===== src/hdl/sspt_pkg.sv =====
`timescale 1ns / 1ps
// Package for the pan/tilt smoothstep servo trajectory block.
// Shared widths, defaults, register indexes and the sequencer state type.
package sspt_pkg;

	localparam int ANGLE_W             = 13;
	localparam int SPEED_W             = 10;
	localparam int TIME_W              = 32;
	localparam int CFG_W               = 13;
	localparam int CFG_IDX_W           = 3;
	localparam int ANGLE_FRAC_BITS_DEF = 4;
	localparam int DUTY_BITS_DEF       = 14;

	// register indexes on the configuration port
	localparam logic [CFG_IDX_W-1:0] CFG_YAW_LO    = 3'd0;
	localparam logic [CFG_IDX_W-1:0] CFG_YAW_HI    = 3'd1;
	localparam logic [CFG_IDX_W-1:0] CFG_PITCH_LO  = 3'd2;
	localparam logic [CFG_IDX_W-1:0] CFG_PITCH_HI  = 3'd3;
	localparam logic [CFG_IDX_W-1:0] CFG_DEF_SPEED = 3'd4;
	localparam logic [CFG_IDX_W-1:0] CFG_PULSE_MIN = 3'd5;
	localparam logic [CFG_IDX_W-1:0] CFG_PULSE_MAX = 3'd6;

	// move timing constants
	localparam int DUR_MIN_MS   = 120;
	localparam int DUR_MAX_MS   = 3000;
	localparam int FALLBACK_DPS = 60;
	localparam int MIN_DPS      = 5;
	localparam int DEF_SPD_MIN  = 500;
	localparam int PULSE_MID_US = 1500;
	localparam int PERIOD_US    = 20000;

	typedef enum logic [3:0] {
		ST_IDLE,
		ST_TGT,
		ST_DMUL,
		ST_DDIV,
		ST_TCHK,
		ST_TDIV,
		ST_T2,
		ST_E,
		ST_BY,
		ST_BP,
		ST_PN,
		ST_PC,
		ST_PD,
		ST_OUT
	} state_t;

endpackage


===== src/hdl/sspt_in_if.sv =====
`timescale 1ns / 1ps
// Input channel: valid/ready with one set-target or tick item.
// Depends on sspt_pkg for field widths.
interface sspt_in_if;
	logic                                  valid;
	logic                                  ready;
	logic                                  mode;
	logic signed [sspt_pkg::ANGLE_W-1:0]   yaw_target;
	logic signed [sspt_pkg::ANGLE_W-1:0]   pitch_target;
	logic        [sspt_pkg::SPEED_W-1:0]   speed_dps;
	logic        [sspt_pkg::TIME_W-1:0]    now_ms;

	modport source(output valid, mode, yaw_target, pitch_target, speed_dps, now_ms,
		input ready);
	modport sink(input valid, mode, yaw_target, pitch_target, speed_dps, now_ms,
		output ready);
endinterface


===== src/hdl/sspt_out_if.sv =====
`timescale 1ns / 1ps
// Result channel: valid/ready with duty words and blended angles.
// Depends on sspt_pkg for field widths.
interface sspt_out_if #(parameter int DUTY_BITS = sspt_pkg::DUTY_BITS_DEF);
	logic                                valid;
	logic                                ready;
	logic        [DUTY_BITS-1:0]         yaw_duty;
	logic        [DUTY_BITS-1:0]         pitch_duty;
	logic signed [sspt_pkg::ANGLE_W-1:0] yaw_position;
	logic signed [sspt_pkg::ANGLE_W-1:0] pitch_position;
	logic                                still_moving;

	modport source(output valid, yaw_duty, pitch_duty, yaw_position, pitch_position,
		still_moving, input ready);
	modport sink(input valid, yaw_duty, pitch_duty, yaw_position, pitch_position,
		still_moving, output ready);
endinterface


===== src/hdl/servo_smoothstep_pwm_trajectory.sv =====
`timescale 1ns / 1ps
// Two-axis smoothstep servo trajectory generator with PWM duty output.
// Depends on sspt_pkg, sspt_in_if and sspt_out_if.
//
// Usage:
//   item   : valid/ready input. mode 0 sets a new target (clamped to the yaw and
//            pitch limits) and starts a move from the current position; mode 1
//            is a time tick that yields one result while a move runs.
//   result : valid/ready output with both duty words, blended angles and
//            still_moving (low on the final step of a move).
//   cfg_*  : register write port, index 0..6, taken whenever cfg_we is high.
// Sequencing: one item at a time, item.ready is high only when the sequencer is
//   idle. A set target runs a 17-step shift-add multiply then a 32-step
//   restoring divide for the move time. A tick runs a 16-step divide for t,
//   four 17-step multiplies (t^2, ease curve, two axis blends) and two
//   DUTY_BITS-step divides for the duty words on one shared multiplier and
//   divider; the final tick of a move goes straight to the duty divides. An idle tick gives no result.
// The result sits in an output register; the block works on the next item
//   while it waits and only holds in its last step if the register is full.
// Reset: clears the position, goal and move state to zero and loads the
//   register defaults; no result is pending.
module servo_smoothstep_pwm_trajectory #(
	parameter int ANGLE_FRAC_BITS = sspt_pkg::ANGLE_FRAC_BITS_DEF,
	parameter int DUTY_BITS       = sspt_pkg::DUTY_BITS_DEF
) (
	input  logic                             clk,
	input  logic                             arst_n,
	sspt_in_if.sink                          item,
	sspt_out_if.source                       result,
	input  logic                             cfg_we,
	input  logic [sspt_pkg::CFG_IDX_W-1:0]   cfg_index,
	input  logic [sspt_pkg::CFG_W-1:0]       cfg_data
);

	localparam int AW       = sspt_pkg::ANGLE_W;
	localparam int DEN      = 90 << ANGLE_FRAC_BITS;
	localparam int DUTY_DEN = DEN * sspt_pkg::PERIOD_US;
	localparam int MID_NUM  = sspt_pkg::PULSE_MID_US * DEN;
	localparam int DVW      = $clog2(DUTY_DEN + 1);
	localparam int NW       = DVW + 1;
	localparam int MAW      = 18;
	localparam int MBW      = 17;
	localparam int PW       = MAW + MBW;
	localparam int QW       = 32;

	// ---------------- registers ----------------
	sspt_pkg::state_t state_q, state_d;

	logic signed [AW-1:0] yaw_lo_q, yaw_hi_q, pitch_lo_q, pitch_hi_q;
	logic [11:0] dspd_q, pmin_q, pmax_q;

	logic [sspt_pkg::TIME_W-1:0] now_q;
	logic [sspt_pkg::SPEED_W-1:0] speed_q;

	logic signed [AW-1:0] cur_yaw_q, cur_pitch_q, start_yaw_q, start_pitch_q;
	logic signed [AW-1:0] goal_yaw_q, goal_pitch_q;
	logic [31:0] move_start_q;
	logic [11:0] move_dur_q;
	logic moving_q;

	logic [DVW-1:0] spd_dvs_q;
	logic [15:0] t_q;
	logic [16:0] e_q;
	logic axis_q;
	logic signed [NW-1:0] num_q;
	logic [DVW-1:0] lo_q, hi_q;
	logic [DUTY_BITS-1:0] duty_yaw_q;

	logic out_valid_q, out_moving_q;
	logic [DUTY_BITS-1:0] out_yduty_q, out_pduty_q;
	logic signed [AW-1:0] out_ypos_q, out_ppos_q;

	// serial multiplier
	logic [PW-1:0] mul_acc_q, mul_a_q;
	logic [MBW-1:0] mul_b_q;
	logic [4:0] mul_cnt_q;
	logic mul_busy_q;
	logic mul_start;
	logic [MAW-1:0] mul_a;
	logic [MBW-1:0] mul_b;

	// serial divider
	logic [DVW-1:0] div_rem_q, div_dvs_q;
	logic [QW-1:0] div_quo_q;
	logic [5:0] div_cnt_q;
	logic div_busy_q;
	logic div_start;
	logic [DVW-1:0] div_rem, div_dvs;
	logic [QW-1:0] div_quo;
	logic [5:0] div_n;

	function automatic logic signed [AW-1:0] clamp_ang(logic signed [AW-1:0] v,
		logic signed [AW-1:0] lo, logic signed [AW-1:0] hi);
		logic signed [AW-1:0] r;
		r = v;
		if (r < lo) r = lo;
		if (r > hi) r = hi;
		return r;
	endfunction

	function automatic logic [AW:0] abs_diff(logic signed [AW-1:0] a,
		logic signed [AW-1:0] b);
		logic signed [AW:0] d;
		d = {a[AW-1], a} - {b[AW-1], b};
		return d[AW] ? -d : d;
	endfunction

	// ---------------- handshake ----------------
	logic in_xfer, out_xfer, out_free;
	assign item.ready = (state_q == sspt_pkg::ST_IDLE);
	assign in_xfer    = item.valid && item.ready;
	assign out_xfer   = out_valid_q && result.ready;
	assign out_free   = !out_valid_q || result.ready;

	assign result.valid          = out_valid_q;
	assign result.yaw_duty       = out_yduty_q;
	assign result.pitch_duty     = out_pduty_q;
	assign result.yaw_position   = out_ypos_q;
	assign result.pitch_position = out_ppos_q;
	assign result.still_moving   = out_moving_q;

	// ---------------- combinational datapath ----------------
	// move time setup
	localparam int SPEED_W_L = sspt_pkg::SPEED_W;
	logic [AW:0] ang_span;
	logic [15:0] s15;
	logic [SPEED_W_L-1:0] dps_unused;
	logic [16:0] k_sel;
	logic [DVW-1:0] dvs_sel;
	always_comb begin
		ang_span = abs_diff(goal_yaw_q, cur_yaw_q) + abs_diff(goal_pitch_q, cur_pitch_q);
		s15  = {dspd_q, 4'b0} - {4'b0, dspd_q};
		dps_unused = (speed_q > SPEED_W_L'(sspt_pkg::MIN_DPS)) ? speed_q
			: SPEED_W_L'(sspt_pkg::FALLBACK_DPS);
		if (speed_q != '0) begin
			k_sel   = 17'd1000;
			dvs_sel = DVW'(dps_unused) << ANGLE_FRAC_BITS;
		end else if (s15 > 16'(sspt_pkg::DEF_SPD_MIN)) begin
			k_sel   = 17'd100000;
			dvs_sel = DVW'(s15) << ANGLE_FRAC_BITS;
		end else begin
			k_sel   = 17'd1000;
			dvs_sel = DVW'(sspt_pkg::FALLBACK_DPS) << ANGLE_FRAC_BITS;
		end
	end

	// tick: elapsed time and end of move
	logic [31:0] elapsed;
	logic tick_done;
	assign elapsed   = now_q - move_start_q;
	assign tick_done = (move_dur_q == '0) || (elapsed >= {20'b0, move_dur_q});

	// blend deltas
	logic signed [AW:0] dy, dp;
	logic [AW:0] dy_mag, dp_mag, part;
	logic signed [AW:0] blend_y, blend_p;
	always_comb begin
		dy = {goal_yaw_q[AW-1], goal_yaw_q} - {start_yaw_q[AW-1], start_yaw_q};
		dp = {goal_pitch_q[AW-1], goal_pitch_q} - {start_pitch_q[AW-1], start_pitch_q};
		dy_mag = dy[AW] ? -dy : dy;
		dp_mag = dp[AW] ? -dp : dp;
		part   = mul_acc_q[AW+16:16];
		blend_y = {start_yaw_q[AW-1], start_yaw_q} + (dy[AW] ? -part : part);
		blend_p = {start_pitch_q[AW-1], start_pitch_q} + (dp[AW] ? -part : part);
	end

	// duration clamp
	logic [11:0] dur_clamped;
	always_comb begin
		if (div_quo_q < QW'(sspt_pkg::DUR_MIN_MS))
			dur_clamped = 12'(sspt_pkg::DUR_MIN_MS);
		else if (div_quo_q > QW'(sspt_pkg::DUR_MAX_MS))
			dur_clamped = 12'(sspt_pkg::DUR_MAX_MS);
		else
			dur_clamped = div_quo_q[11:0];
	end

	// pulse numerator and limits
	logic signed [AW-1:0] pos_sel;
	logic signed [NW-1:0] pos_ext, num_d, num_cl;
	always_comb begin
		pos_sel = axis_q ? cur_pitch_q : cur_yaw_q;
		pos_ext = {{(NW-AW){pos_sel[AW-1]}}, pos_sel};
		num_d   = $signed(NW'(MID_NUM)) + pos_ext * $signed(NW'(1000));
		num_cl  = num_q;
		if (num_cl < $signed({1'b0, lo_q})) num_cl = $signed({1'b0, lo_q});
		if (num_cl > $signed({1'b0, hi_q})) num_cl = $signed({1'b0, hi_q});
		if (num_cl < 0) num_cl = '0;
	end

	// ---------------- next state ----------------
	always_comb begin
		state_d = state_q;
		case (state_q)
			sspt_pkg::ST_IDLE: begin
				if (in_xfer) begin
					if (!item.mode) state_d = sspt_pkg::ST_TGT;
					else if (moving_q) state_d = sspt_pkg::ST_TCHK;
				end
			end
			sspt_pkg::ST_TGT:  state_d = sspt_pkg::ST_DMUL;
			sspt_pkg::ST_DMUL: if (!mul_busy_q) state_d = sspt_pkg::ST_DDIV;
			sspt_pkg::ST_DDIV: if (!div_busy_q) state_d = sspt_pkg::ST_IDLE;
			sspt_pkg::ST_TCHK: state_d = tick_done ? sspt_pkg::ST_PN : sspt_pkg::ST_TDIV;
			sspt_pkg::ST_TDIV: if (!div_busy_q) state_d = sspt_pkg::ST_T2;
			sspt_pkg::ST_T2:   if (!mul_busy_q) state_d = sspt_pkg::ST_E;
			sspt_pkg::ST_E:    if (!mul_busy_q) state_d = sspt_pkg::ST_BY;
			sspt_pkg::ST_BY:   if (!mul_busy_q) state_d = sspt_pkg::ST_BP;
			sspt_pkg::ST_BP:   if (!mul_busy_q) state_d = sspt_pkg::ST_PN;
			sspt_pkg::ST_PN:   state_d = sspt_pkg::ST_PC;
			sspt_pkg::ST_PC:   state_d = sspt_pkg::ST_PD;
			sspt_pkg::ST_PD: begin
				if (!div_busy_q) state_d = axis_q ? sspt_pkg::ST_OUT : sspt_pkg::ST_PN;
			end
			sspt_pkg::ST_OUT:  if (out_free) state_d = sspt_pkg::ST_IDLE;
			default:           state_d = sspt_pkg::ST_IDLE;
		endcase
	end

	// ---------------- unit start strobes ----------------
	always_comb begin
		mul_start = 1'b0;
		mul_a     = '0;
		mul_b     = '0;
		div_start = 1'b0;
		div_rem   = '0;
		div_quo   = '0;
		div_dvs   = '0;
		div_n     = '0;
		case (state_q)
			sspt_pkg::ST_TGT: begin
				mul_start = 1'b1;
				mul_a     = MAW'(ang_span);
				mul_b     = k_sel;
			end
			sspt_pkg::ST_DMUL: begin
				div_start = !mul_busy_q;
				div_quo   = mul_acc_q[QW-1:0];
				div_dvs   = spd_dvs_q;
				div_n     = 6'(QW);
			end
			sspt_pkg::ST_TCHK: begin
				div_start = !tick_done;
				div_rem   = DVW'(elapsed[11:0]);
				div_dvs   = DVW'(move_dur_q);
				div_n     = 6'd16;
			end
			sspt_pkg::ST_TDIV: begin
				mul_start = !div_busy_q;
				mul_a     = MAW'(div_quo_q[15:0]);
				mul_b     = MBW'(div_quo_q[15:0]);
			end
			sspt_pkg::ST_T2: begin
				mul_start = !mul_busy_q;
				mul_a     = MAW'(196608) - {1'b0, t_q, 1'b0};
				mul_b     = MBW'(mul_acc_q[31:16]);
			end
			sspt_pkg::ST_E: begin
				mul_start = !mul_busy_q;
				mul_a     = MAW'(dy_mag);
				mul_b     = mul_acc_q[32:16];
			end
			sspt_pkg::ST_BY: begin
				mul_start = !mul_busy_q;
				mul_a     = MAW'(dp_mag);
				mul_b     = e_q;
			end
			sspt_pkg::ST_PC: begin
				div_start = 1'b1;
				div_rem   = num_cl[DVW-1:0];
				div_dvs   = DVW'(DUTY_DEN);
				div_n     = 6'(DUTY_BITS);
			end
			default: ;
		endcase
	end

	// ---------------- sequencer and state registers ----------------
	always_ff @(posedge clk or negedge arst_n) begin
		if (!arst_n) begin
			state_q       <= sspt_pkg::ST_IDLE;
			cur_yaw_q     <= '0;
			cur_pitch_q   <= '0;
			start_yaw_q   <= '0;
			start_pitch_q <= '0;
			goal_yaw_q    <= '0;
			goal_pitch_q  <= '0;
			move_start_q  <= '0;
			move_dur_q    <= '0;
			moving_q      <= 1'b0;
			axis_q        <= 1'b0;
		end else begin
			state_q <= state_d;
			case (state_q)
				sspt_pkg::ST_IDLE: begin
					if (in_xfer) begin
						now_q   <= item.now_ms;
						speed_q <= item.speed_dps;
						if (!item.mode) begin
							goal_yaw_q   <= clamp_ang(item.yaw_target, yaw_lo_q, yaw_hi_q);
							goal_pitch_q <= clamp_ang(item.pitch_target, pitch_lo_q,
								pitch_hi_q);
						end
					end
				end
				sspt_pkg::ST_TGT: spd_dvs_q <= dvs_sel;
				sspt_pkg::ST_DDIV: begin
					if (!div_busy_q) begin
						move_dur_q    <= dur_clamped;
						move_start_q  <= now_q;
						start_yaw_q   <= cur_yaw_q;
						start_pitch_q <= cur_pitch_q;
						moving_q      <= 1'b1;
					end
				end
				sspt_pkg::ST_TCHK: begin
					axis_q <= 1'b0;
					if (tick_done) begin
						cur_yaw_q   <= goal_yaw_q;
						cur_pitch_q <= goal_pitch_q;
						moving_q    <= 1'b0;
					end
				end
				sspt_pkg::ST_TDIV: if (!div_busy_q) t_q <= div_quo_q[15:0];
				sspt_pkg::ST_E:    if (!mul_busy_q) e_q <= mul_acc_q[32:16];
				sspt_pkg::ST_BY:   if (!mul_busy_q) cur_yaw_q <= blend_y[AW-1:0];
				sspt_pkg::ST_BP:   if (!mul_busy_q) cur_pitch_q <= blend_p[AW-1:0];
				sspt_pkg::ST_PN: begin
					num_q <= num_d;
					lo_q  <= DVW'(pmin_q) * DVW'(DEN);
					hi_q  <= DVW'(pmax_q) * DVW'(DEN);
				end
				sspt_pkg::ST_PD: begin
					if (!div_busy_q && !axis_q) begin
						duty_yaw_q <= div_quo_q[DUTY_BITS-1:0];
						axis_q     <= 1'b1;
					end
				end
				default: ;
			endcase
		end
	end

	// ---------------- output register ----------------
	always_ff @(posedge clk or negedge arst_n) begin
		if (!arst_n) begin
			out_valid_q <= 1'b0;
		end else if (state_q == sspt_pkg::ST_OUT && out_free) begin
			out_valid_q  <= 1'b1;
			out_yduty_q  <= duty_yaw_q;
			out_pduty_q  <= div_quo_q[DUTY_BITS-1:0];
			out_ypos_q   <= cur_yaw_q;
			out_ppos_q   <= cur_pitch_q;
			out_moving_q <= moving_q;
		end else if (out_xfer) begin
			out_valid_q <= 1'b0;
		end
	end

	// ---------------- configuration registers ----------------
	always_ff @(posedge clk or negedge arst_n) begin
		if (!arst_n) begin
			yaw_lo_q   <= -13'sd1440;
			yaw_hi_q   <= 13'sd1440;
			pitch_lo_q <= -13'sd480;
			pitch_hi_q <= 13'sd480;
			dspd_q     <= 12'd300;
			pmin_q     <= 12'd500;
			pmax_q     <= 12'd2500;
		end else if (cfg_we) begin
			case (cfg_index)
				sspt_pkg::CFG_YAW_LO:    yaw_lo_q   <= cfg_data[AW-1:0];
				sspt_pkg::CFG_YAW_HI:    yaw_hi_q   <= cfg_data[AW-1:0];
				sspt_pkg::CFG_PITCH_LO:  pitch_lo_q <= cfg_data[AW-1:0];
				sspt_pkg::CFG_PITCH_HI:  pitch_hi_q <= cfg_data[AW-1:0];
				sspt_pkg::CFG_DEF_SPEED: dspd_q     <= cfg_data[11:0];
				sspt_pkg::CFG_PULSE_MIN: pmin_q     <= cfg_data[11:0];
				sspt_pkg::CFG_PULSE_MAX: pmax_q     <= cfg_data[11:0];
				default: ;
			endcase
		end
	end

	// ---------------- bit-serial shift-add multiplier ----------------
	always_ff @(posedge clk or negedge arst_n) begin
		if (!arst_n) begin
			mul_busy_q <= 1'b0;
			mul_cnt_q  <= '0;
		end else if (mul_start) begin
			mul_acc_q  <= '0;
			mul_a_q    <= PW'(mul_a);
			mul_b_q    <= mul_b;
			mul_cnt_q  <= 5'(MBW);
			mul_busy_q <= 1'b1;
		end else if (mul_busy_q) begin
			if (mul_b_q[0]) mul_acc_q <= mul_acc_q + mul_a_q;
			mul_a_q   <= mul_a_q << 1;
			mul_b_q   <= mul_b_q >> 1;
			mul_cnt_q <= mul_cnt_q - 5'd1;
			if (mul_cnt_q == 5'd1) mul_busy_q <= 1'b0;
		end
	end

	// ---------------- bit-serial restoring divider ----------------
	logic [DVW:0] div_trial;
	assign div_trial = {div_rem_q, div_quo_q[QW-1]} - {1'b0, div_dvs_q};

	always_ff @(posedge clk or negedge arst_n) begin
		if (!arst_n) begin
			div_busy_q <= 1'b0;
			div_cnt_q  <= '0;
		end else if (div_start) begin
			div_rem_q  <= div_rem;
			div_quo_q  <= div_quo;
			div_dvs_q  <= div_dvs;
			div_cnt_q  <= div_n;
			div_busy_q <= 1'b1;
		end else if (div_busy_q) begin
			if (div_trial[DVW])
				div_rem_q <= {div_rem_q[DVW-2:0], div_quo_q[QW-1]};
			else
				div_rem_q <= div_trial[DVW-1:0];
			div_quo_q <= {div_quo_q[QW-2:0], ~div_trial[DVW]};
			div_cnt_q <= div_cnt_q - 6'd1;
			if (div_cnt_q == 6'd1) div_busy_q <= 1'b0;
		end
	end

endmodule


===== src/flat_wrapper.sv =====
// flat-port wrapper written by rule: the top's interface ports become plain ports
module servo_smoothstep_pwm_trajectory_flat 
#(
	parameter int ANGLE_FRAC_BITS = sspt_pkg::ANGLE_FRAC_BITS_DEF,
	parameter int DUTY_BITS       = sspt_pkg::DUTY_BITS_DEF
)
  (clk, arst_n, cfg_we, cfg_index, cfg_data, item_valid, item_mode, item_yaw_target, item_pitch_target, item_speed_dps, item_now_ms, item_ready, result_valid, result_yaw_duty, result_pitch_duty, result_yaw_position, result_pitch_position, result_still_moving, result_ready);
  sspt_in_if item_i ();
  sspt_out_if #(.DUTY_BITS(DUTY_BITS)) result_i ();
  input  logic clk;
  input  logic arst_n;
  input  logic cfg_we;
  input  logic [sspt_pkg::CFG_IDX_W-1:0] cfg_index;
  input  logic [sspt_pkg::CFG_W-1:0] cfg_data;
  input wire logic [$bits(item_i.valid)-1:0] item_valid;
  input wire logic [$bits(item_i.mode)-1:0] item_mode;
  input wire logic [$bits(item_i.yaw_target)-1:0] item_yaw_target;
  input wire logic [$bits(item_i.pitch_target)-1:0] item_pitch_target;
  input wire logic [$bits(item_i.speed_dps)-1:0] item_speed_dps;
  input wire logic [$bits(item_i.now_ms)-1:0] item_now_ms;
  output wire logic [$bits(item_i.ready)-1:0] item_ready;
  output wire logic [$bits(result_i.valid)-1:0] result_valid;
  output wire logic [$bits(result_i.yaw_duty)-1:0] result_yaw_duty;
  output wire logic [$bits(result_i.pitch_duty)-1:0] result_pitch_duty;
  output wire logic [$bits(result_i.yaw_position)-1:0] result_yaw_position;
  output wire logic [$bits(result_i.pitch_position)-1:0] result_pitch_position;
  output wire logic [$bits(result_i.still_moving)-1:0] result_still_moving;
  input wire logic [$bits(result_i.ready)-1:0] result_ready;
  assign item_i.valid = item_valid;
  assign item_i.mode = item_mode;
  assign item_i.yaw_target = item_yaw_target;
  assign item_i.pitch_target = item_pitch_target;
  assign item_i.speed_dps = item_speed_dps;
  assign item_i.now_ms = item_now_ms;
  assign item_ready = item_i.ready;
  assign result_valid = result_i.valid;
  assign result_yaw_duty = result_i.yaw_duty;
  assign result_pitch_duty = result_i.pitch_duty;
  assign result_yaw_position = result_i.yaw_position;
  assign result_pitch_position = result_i.pitch_position;
  assign result_still_moving = result_i.still_moving;
  assign result_i.ready = result_ready;
  servo_smoothstep_pwm_trajectory #(.ANGLE_FRAC_BITS(ANGLE_FRAC_BITS), .DUTY_BITS(DUTY_BITS)) u_core (.clk(clk), .arst_n(arst_n), .item(item_i), .result(result_i), .cfg_we(cfg_we), .cfg_index(cfg_index), .cfg_data(cfg_data));
endmodule

===== config.mk =====
export PLATFORM = sky130hd
export DESIGN_NAME = servo_smoothstep_pwm_trajectory_flat
export DESIGN_NICKNAME = d
export VERILOG_FILES = /design/src/hdl/sspt_pkg.sv /design/src/hdl/sspt_in_if.sv /design/src/hdl/sspt_out_if.sv /design/src/hdl/servo_smoothstep_pwm_trajectory.sv /design/src/flat_wrapper.sv
export SDC_FILE = /design/constraint.sdc
export NUM_CORES = 2
export LEC_CHECK = 0
export BUFFER_PORTS_ARGS = -buffer_cell sky130_fd_sc_hd__buf_4
export CORE_AREA = 2 2 265 267
export DETAILED_ROUTE_END_ITERATION = 6
export DIE_AREA = 0 0 267 269
export PLACE_DENSITY = 0.88
export SYNTH_ARGS = -nofsm -noshare
export SYNTH_HDL_FRONTEND = slang
export SYNTH_SLANG_ARGS = --single-unit

===== constraint.sdc =====
create_clock -name clk -period 10.3 [get_ports clk]
set_input_delay 2.06 -clock clk [delete_from_list [all_inputs] [get_ports clk]]
set_output_delay 2.06 -clock clk [all_outputs]
set_load 0.1 [all_outputs]

# Yosys cells after proc, flatten, opt, wreduce, memory -nomap -nowiden
# Index checks and enable logic that the tools add are counted.
# op_classes
addsub,20
n_mul,3
magnitude_cmp,12
n_eq_ne,34
muxes,84
bitwise_logic,5
reduce_logical,48
# ops
operator,count
$mux 13,17
$mux 35,3
$mux 25,4
$mux 32,3
$pmux 18 s5,1
$pmux 17 s5,1
$mux 14,6
$pmux 25 s3,1
$mux 17,4
$neg 14->14,4
$pmux 4 s14,1
$sub 13x13->14,4
$mux 26,2
$mux 4,13
$pmux 13 s2,2
$pmux 25 s2,1
$mul 12x6->18 const B,2
$add 35x35->35,1
$ge 32x12->1,1
$gt 32x12->1 const B,1
$lt 32x7->1 const B,1
$sub 32x32->32,1
$reduce_and 2->1,15
$add 13x13->13,2
other kinds (51),115
# word_totals
register_bits,630
in_bits,90
out_inout_bits,57
wordCells,252

# Logic depth before layout (Yosys ltp)
# logic_depth
ltp_word,8
ltp_mapped,29
ltp_nobuf,26

# Worst setup path before layout
# OpenSTA, ideal clock, no wires.
# synth_path
kind,reg-to-reg
start,reg u_core.now_q[0] in the netlist's numbering
end,"reg u_core.div_quo_q[0], enable pin"
setup_time_ps,490
arrival_time_ps,7051
required_ps,9810
setup_slack_ps,2758
path_stages_with_launch,22
path_buffers,2
synth_period_minus_slack_ps,7542
path_cell_list,edfxtp_1 -> inv_1 -> ha_1 -> inv_1 -> fa_1 -> a21o_1 -> a21oi_1 -> xnor2_1 -> ha_1 -> or4_1 -> a21oi_1 -> a2111oi_0 -> a2111oi_0 -> o221ai_1 -> a2111oi_0 -> nand4b_1 -> or4b_1 -> buf_2 -> nand2b_2 -> nor2_1 -> buf_2 -> a21oi_1
# synth_between
elab_chain_cells,7
# synth_rtl
element,line_no,text
start: declaration,servo_smoothstep_pwm_trajectory.sv:52,logic [sspt_pkg::TIME_W-1:0] now_q;
start signal: assignment,servo_smoothstep_pwm_trajectory.sv:297,now_q <= item.now_ms;
$sub 32x32->32,servo_smoothstep_pwm_trajectory.sv:150,assign elapsed = now_q - move_start_q;
$ge 32x12->1,servo_smoothstep_pwm_trajectory.sv:151,"assign tick_done = (move_dur_q == '0) || (elapsed >= {20'b0, move_dur_q});"
$logic_or 1x1->1,servo_smoothstep_pwm_trajectory.sv:151,
$logic_not 1->1,servo_smoothstep_pwm_trajectory.sv:243,div_start = !tick_done;
$pmux 1 s3,servo_smoothstep_pwm_trajectory.sv:230,case (state_q)
$reduce_bool 2->1 (no source line),--,
$reduce_and 2->1 (no source line),--,
end signal: assignment,servo_smoothstep_pwm_trajectory.sv:414,div_quo_q <= div_quo;
end signal: assignment,servo_smoothstep_pwm_trajectory.sv:423,"div_quo_q <= {div_quo_q[QW-2:0], ~div_trial[DVW]};"
end: declaration,servo_smoothstep_pwm_trajectory.sv:84,logic [QW-1:0] div_quo_q;
# Every way passes these cells.
# A chain may end at the register's enable or synchronous reset.

# Final worst setup path
# layout_path
start,in item_yaw_target[1]
end,reg u_core.goal_yaw_q[2]
# layout_between
elab_chain_cells,7
# layout_rtl
element,line_no,text
start: declaration,flat_wrapper.sv:17,input wire logic [$bits(item_i.yaw_target)-1:0] item_yaw_target;
$lt 13x13->1,servo_smoothstep_pwm_trajectory.sv:96,if (r < lo) r = lo;
$mux 13 *,servo_smoothstep_pwm_trajectory.sv:96,
$mux 13 *,servo_smoothstep_pwm_trajectory.sv:299,if (!item.mode) begin
$mux 13 *,servo_smoothstep_pwm_trajectory.sv:296,if (in_xfer) begin
$mux 13 *,servo_smoothstep_pwm_trajectory.sv:294,case (state_q)
$gt 13x13->1,servo_smoothstep_pwm_trajectory.sv:97,if (r > hi) r = hi;
$mux 13 *,servo_smoothstep_pwm_trajectory.sv:97,
end signal: assignment,servo_smoothstep_pwm_trajectory.sv:300,"goal_yaw_q <= clamp_ang(item.yaw_target, yaw_lo_q, yaw_hi_q);"
end: declaration,servo_smoothstep_pwm_trajectory.sv:56,"logic signed [AW-1:0] goal_yaw_q, goal_pitch_q;"
# Every way passes the cells marked *; elsewhere a longest branch is shown, timed or not. The select of a mux whose other input is x is not followed.

==> out/metrics.cfg <==
[finish]
fin_area_sq_mm=0.0476
fin_nets=5090
final_layout_size_suffix_gt1_frac=0.102
synthToLayoutAreaGrowth_pct=10.3
fill_cells=4945

[logic_synthesis]
yosys.area.top_type=edfxtp_1
ys_ff_latch=610
synth-main-ff-cell=edfxtp_1
synth.area.top_cells=edfxtp_1 26%, ha_1 12%, dfrtp_1 11%
syn_inst=4392
synth_warnings=0
synthesis.nets=4984
synth_area_sq_mm=0.0431
synthDistinctLibCells=87
avgSynthCellArea_sq_um=9.82
yosysSeqAreaShare=0.399
netlist.area_leader.share=0.265
synth-async-reset-ratio=0.377
synth_edf_count=380

[floorplan]
rows=97
io_pins=147
core-area_sq_mm=0.0693
initial_core_util=0.623
die-area_sq_mm=0.0718
die_w_um=267
die_height_um=269

[critical_path]
critical_path.endpoint_type=flip-flop
reg2regPathDepth=20
critical_path_class=in2reg
startpoint_type=primary input
crit_arrival_ns=7.74
worstPathRequired_ns=10.83
path_max_fanout=15

[sta]
fmax_mhz=139
worst_clock_skew_ns=0.0301
finalCritPeriodShare=0.700
relSlewSlack=0.123
slew_viol_final=0
rsz0062_at_grt=false
final-setup-viol-count=0
hold_viol_final=0
final.min_clock_period_ns=7.21
worst_pin_slew_ns=1.31
setup_tns_ns=0

[detailed_routing]
routed_via_density=6.41
drtAntennaViolNets=0
drc=2
maxUsedRoutingLayer=met5
wl_met3_um=12100
met2_length_um=54500
drtIter0Drc=3863
wl_per_cell_um=21.6
vias=35238
wl_um=119000
drt_first_pass_iters=7
drt-met1-wl_um=46200

[place]
place_hpwl_um=85800
place.gp.congestion=0.948
post_dp_cell_area_sq_mm=0.0453
io_buffer_count=146

[clocking]
ctsHoldBuffers=0
clock_path_buffers=3
ctsResizeCount=0
clock-sinks=610
cts.htree.levels=3
clk-insertion-delay-late_ns=0.65
post_cts_buffers=0
clk_pin_slew_ns=0.06
numCtsBuffers=69
cts_root_buf=clkbuf_16
cts_tree=built

[run_status]
violations=DRC
status=complete, but fails checks

[grt]
antenna_found_initial=2
grt_max_degree=78
grt_pass1_wl_um=183000
grt_overflow=0
grt_pass1_vias=33925
grt_usage=0.327

[flow_run]
drv_cap=0

[worst_hold_path]
hold_path_class=reg2reg
holdPathStages=0

==> flip-flops by register name, summed over array words and instances, names as in the netlist, 14 cells and up <==
name	flops
u_core.div_quo_q	32
u_core.mul_acc_q	33
u_core.lo_q	18
u_core.div_rem_q	25
u_core.div_dvs_q	21
u_core.spd_dvs_q	16
u_core.e_q	17
u_core.mul_a_q	33
u_core.t_q	16
u_core.hi_q	18
u_core.num_q	23
u_core.result.yaw_duty	14
u_core.result.pitch_duty	14
u_core.now_q	32
u_core.mul_b_q	17
u_core.duty_yaw_q	14
u_core.move_start_q	32
==> cells in the mapped netlist, drive strengths merged, types with 9 or more instances <==
cell     instances
a2111oi         10
a211oi          26
a21o            92
a21oi          293
a221o           37
a221oi          28
a222oi          16
a22o            35
a22oi            9
a31oi           35
and2            18
and3            54
buf             26
clkbuf         128
dfrtp          197
dfstp           33
edfxtp         380
fa              92
ha             410
inv            487
mux2            81
mux2i           74
nand2          368
nand2b          52
nand3           79
nand4           27
nor2           258
nor2b           31
nor3            64
nor3b           12
nor4            29
o2111ai         10
o211ai          33
o21a            46
o21ai          285
o21bai          23
o22ai           29
o31a            13
o31ai           14
or2             19
or3             30
or4             13
xnor2          190
xor2            94
==> layer usage <==
metal | GRT usage | vias to the layer above
met5 | 0 | -
met1 | 0.424 | 16930
met2 | 0.535 | 1930
met4 | 0.152 | 2
met3 | 0.0615 | 391
li1 | - | 15985
==> kinds of logic after synthesis <==
group	Yosys count	share of synthesized area
AOI/OAI and AO/OA	1115	0.168
and+or+nand+nor	1082	0.119
buffers and inverters	643	0.0566
DFF	610	0.399
adders and majority gates	502	0.162
xor gates and xnor gates	284	0.0577
muxes	155	0.0383
other	1	0.0000869
==> worst max-delay path: stages <==
cell and delay [ns]:
buf_4 0.12, ha_1 0.28, a21o_1 0.15, a21o_1 0.16, a21o_1 0.17, a21o_1 0.16, a2111oi_0 0.47, o21ai_1 0.13
a2111oi_0 0.41, a21oi_1 0.08, buf_4 0.21, mux2_2 0.30, ha_1 0.29, nor2b_1 0.13, o21a_1 0.12, o21ai_0 0.09
nand2b_1 0.09, a21oi_1 0.07, o21ai_0 0.14, a21o_1 0.13, a21oi_1 0.06, nor3_1 0.99, nor2_1 0.50, a221o_1 0.42
==> area by class of cell <==
cell class                      count  area, sq um  area share
Inverter                          489         1840      0.0386
Tap cell                          940         1180      0.0247
Timing Repair Buffer              189         1430      0.0300
Clock inverter                     35          418     0.00878
Sequential cell                   610        17200       0.362
Multi-Input combinational cell   3139        23600       0.496
Clock buffer                       92         1900      0.0398
Antenna cell                        1         2.50   0.0000526
==> placed cells by master, fill, tap and decap left out, types with 14 or more instances in the layout <==
cell       instances
inv_1            487
ha_1             410
edfxtp_1         380
nand2_1          368
a21oi_1          290
o21ai_0          277
nor2_1           253
dfrtp_1          196
xnor2_1          190
buf_4            188
xor2_1            94
a21o_1            92
fa_1              92
nand3_1           79
mux2_2            79
mux2i_1           74
clkbuf_16         71
nor3_1            56
and3_1            54
nand2b_1          51
o21a_1            46
a221o_1           37
a22o_1            35
a31oi_1           34
o211ai_1          33
dfstp_2           33
nor2b_1           31
or3_1             30
a221oi_1          28
o22ai_1           28
nand4_1           27
nor4_1            27
a211oi_1          26
o21bai_1          23
or2_2             19
and2_1            17
clkbuf_1          17
a222oi_1          16
o31ai_1           14
==> metrics by stage <==
step,hold slack (ns),worst slack [ns],instances,util
after global placement,0.402,2.56,5367,0.653
after global routing,0.418,2.69,5494,0.687
final,0.418,3.09,5495,0.687
after floorplan,0.400,2.76,4392,-
after CTS,0.417,3.18,5494,0.687
after detailed placement,0.405,2.53,5367,0.653
==> final timing paths <==
check,from,endpoint,slack [ns]
max,item_yaw_target[1],u_core.goal_yaw_q[2]$_DFFE_PN0P_,3.09
min,u_core.duty_yaw_q[8]$_DFFE_PP_,u_core.result.yaw_duty[8]$_DFFE_PP_,0.42
max reg2reg,u_core.axis_q$_DFFE_PN0P_,u_core.num_q[23]$_DFFE_PP_,3.61
min reg2reg,u_core.duty_yaw_q[8]$_DFFE_PP_,u_core.result.yaw_duty[8]$_DFFE_PP_,0.42
max in group asynchronous,arst_n,u_core.goal_yaw_q[10]$_DFFE_PN0P_,6.65
min in group asynchronous,arst_n,u_core.pmax_q[9]$_DFFE_PN0P_,1.40
Power is not shown: default switching activity piles up to over one toggle a cycle in this logic, so the estimate is an artifact.
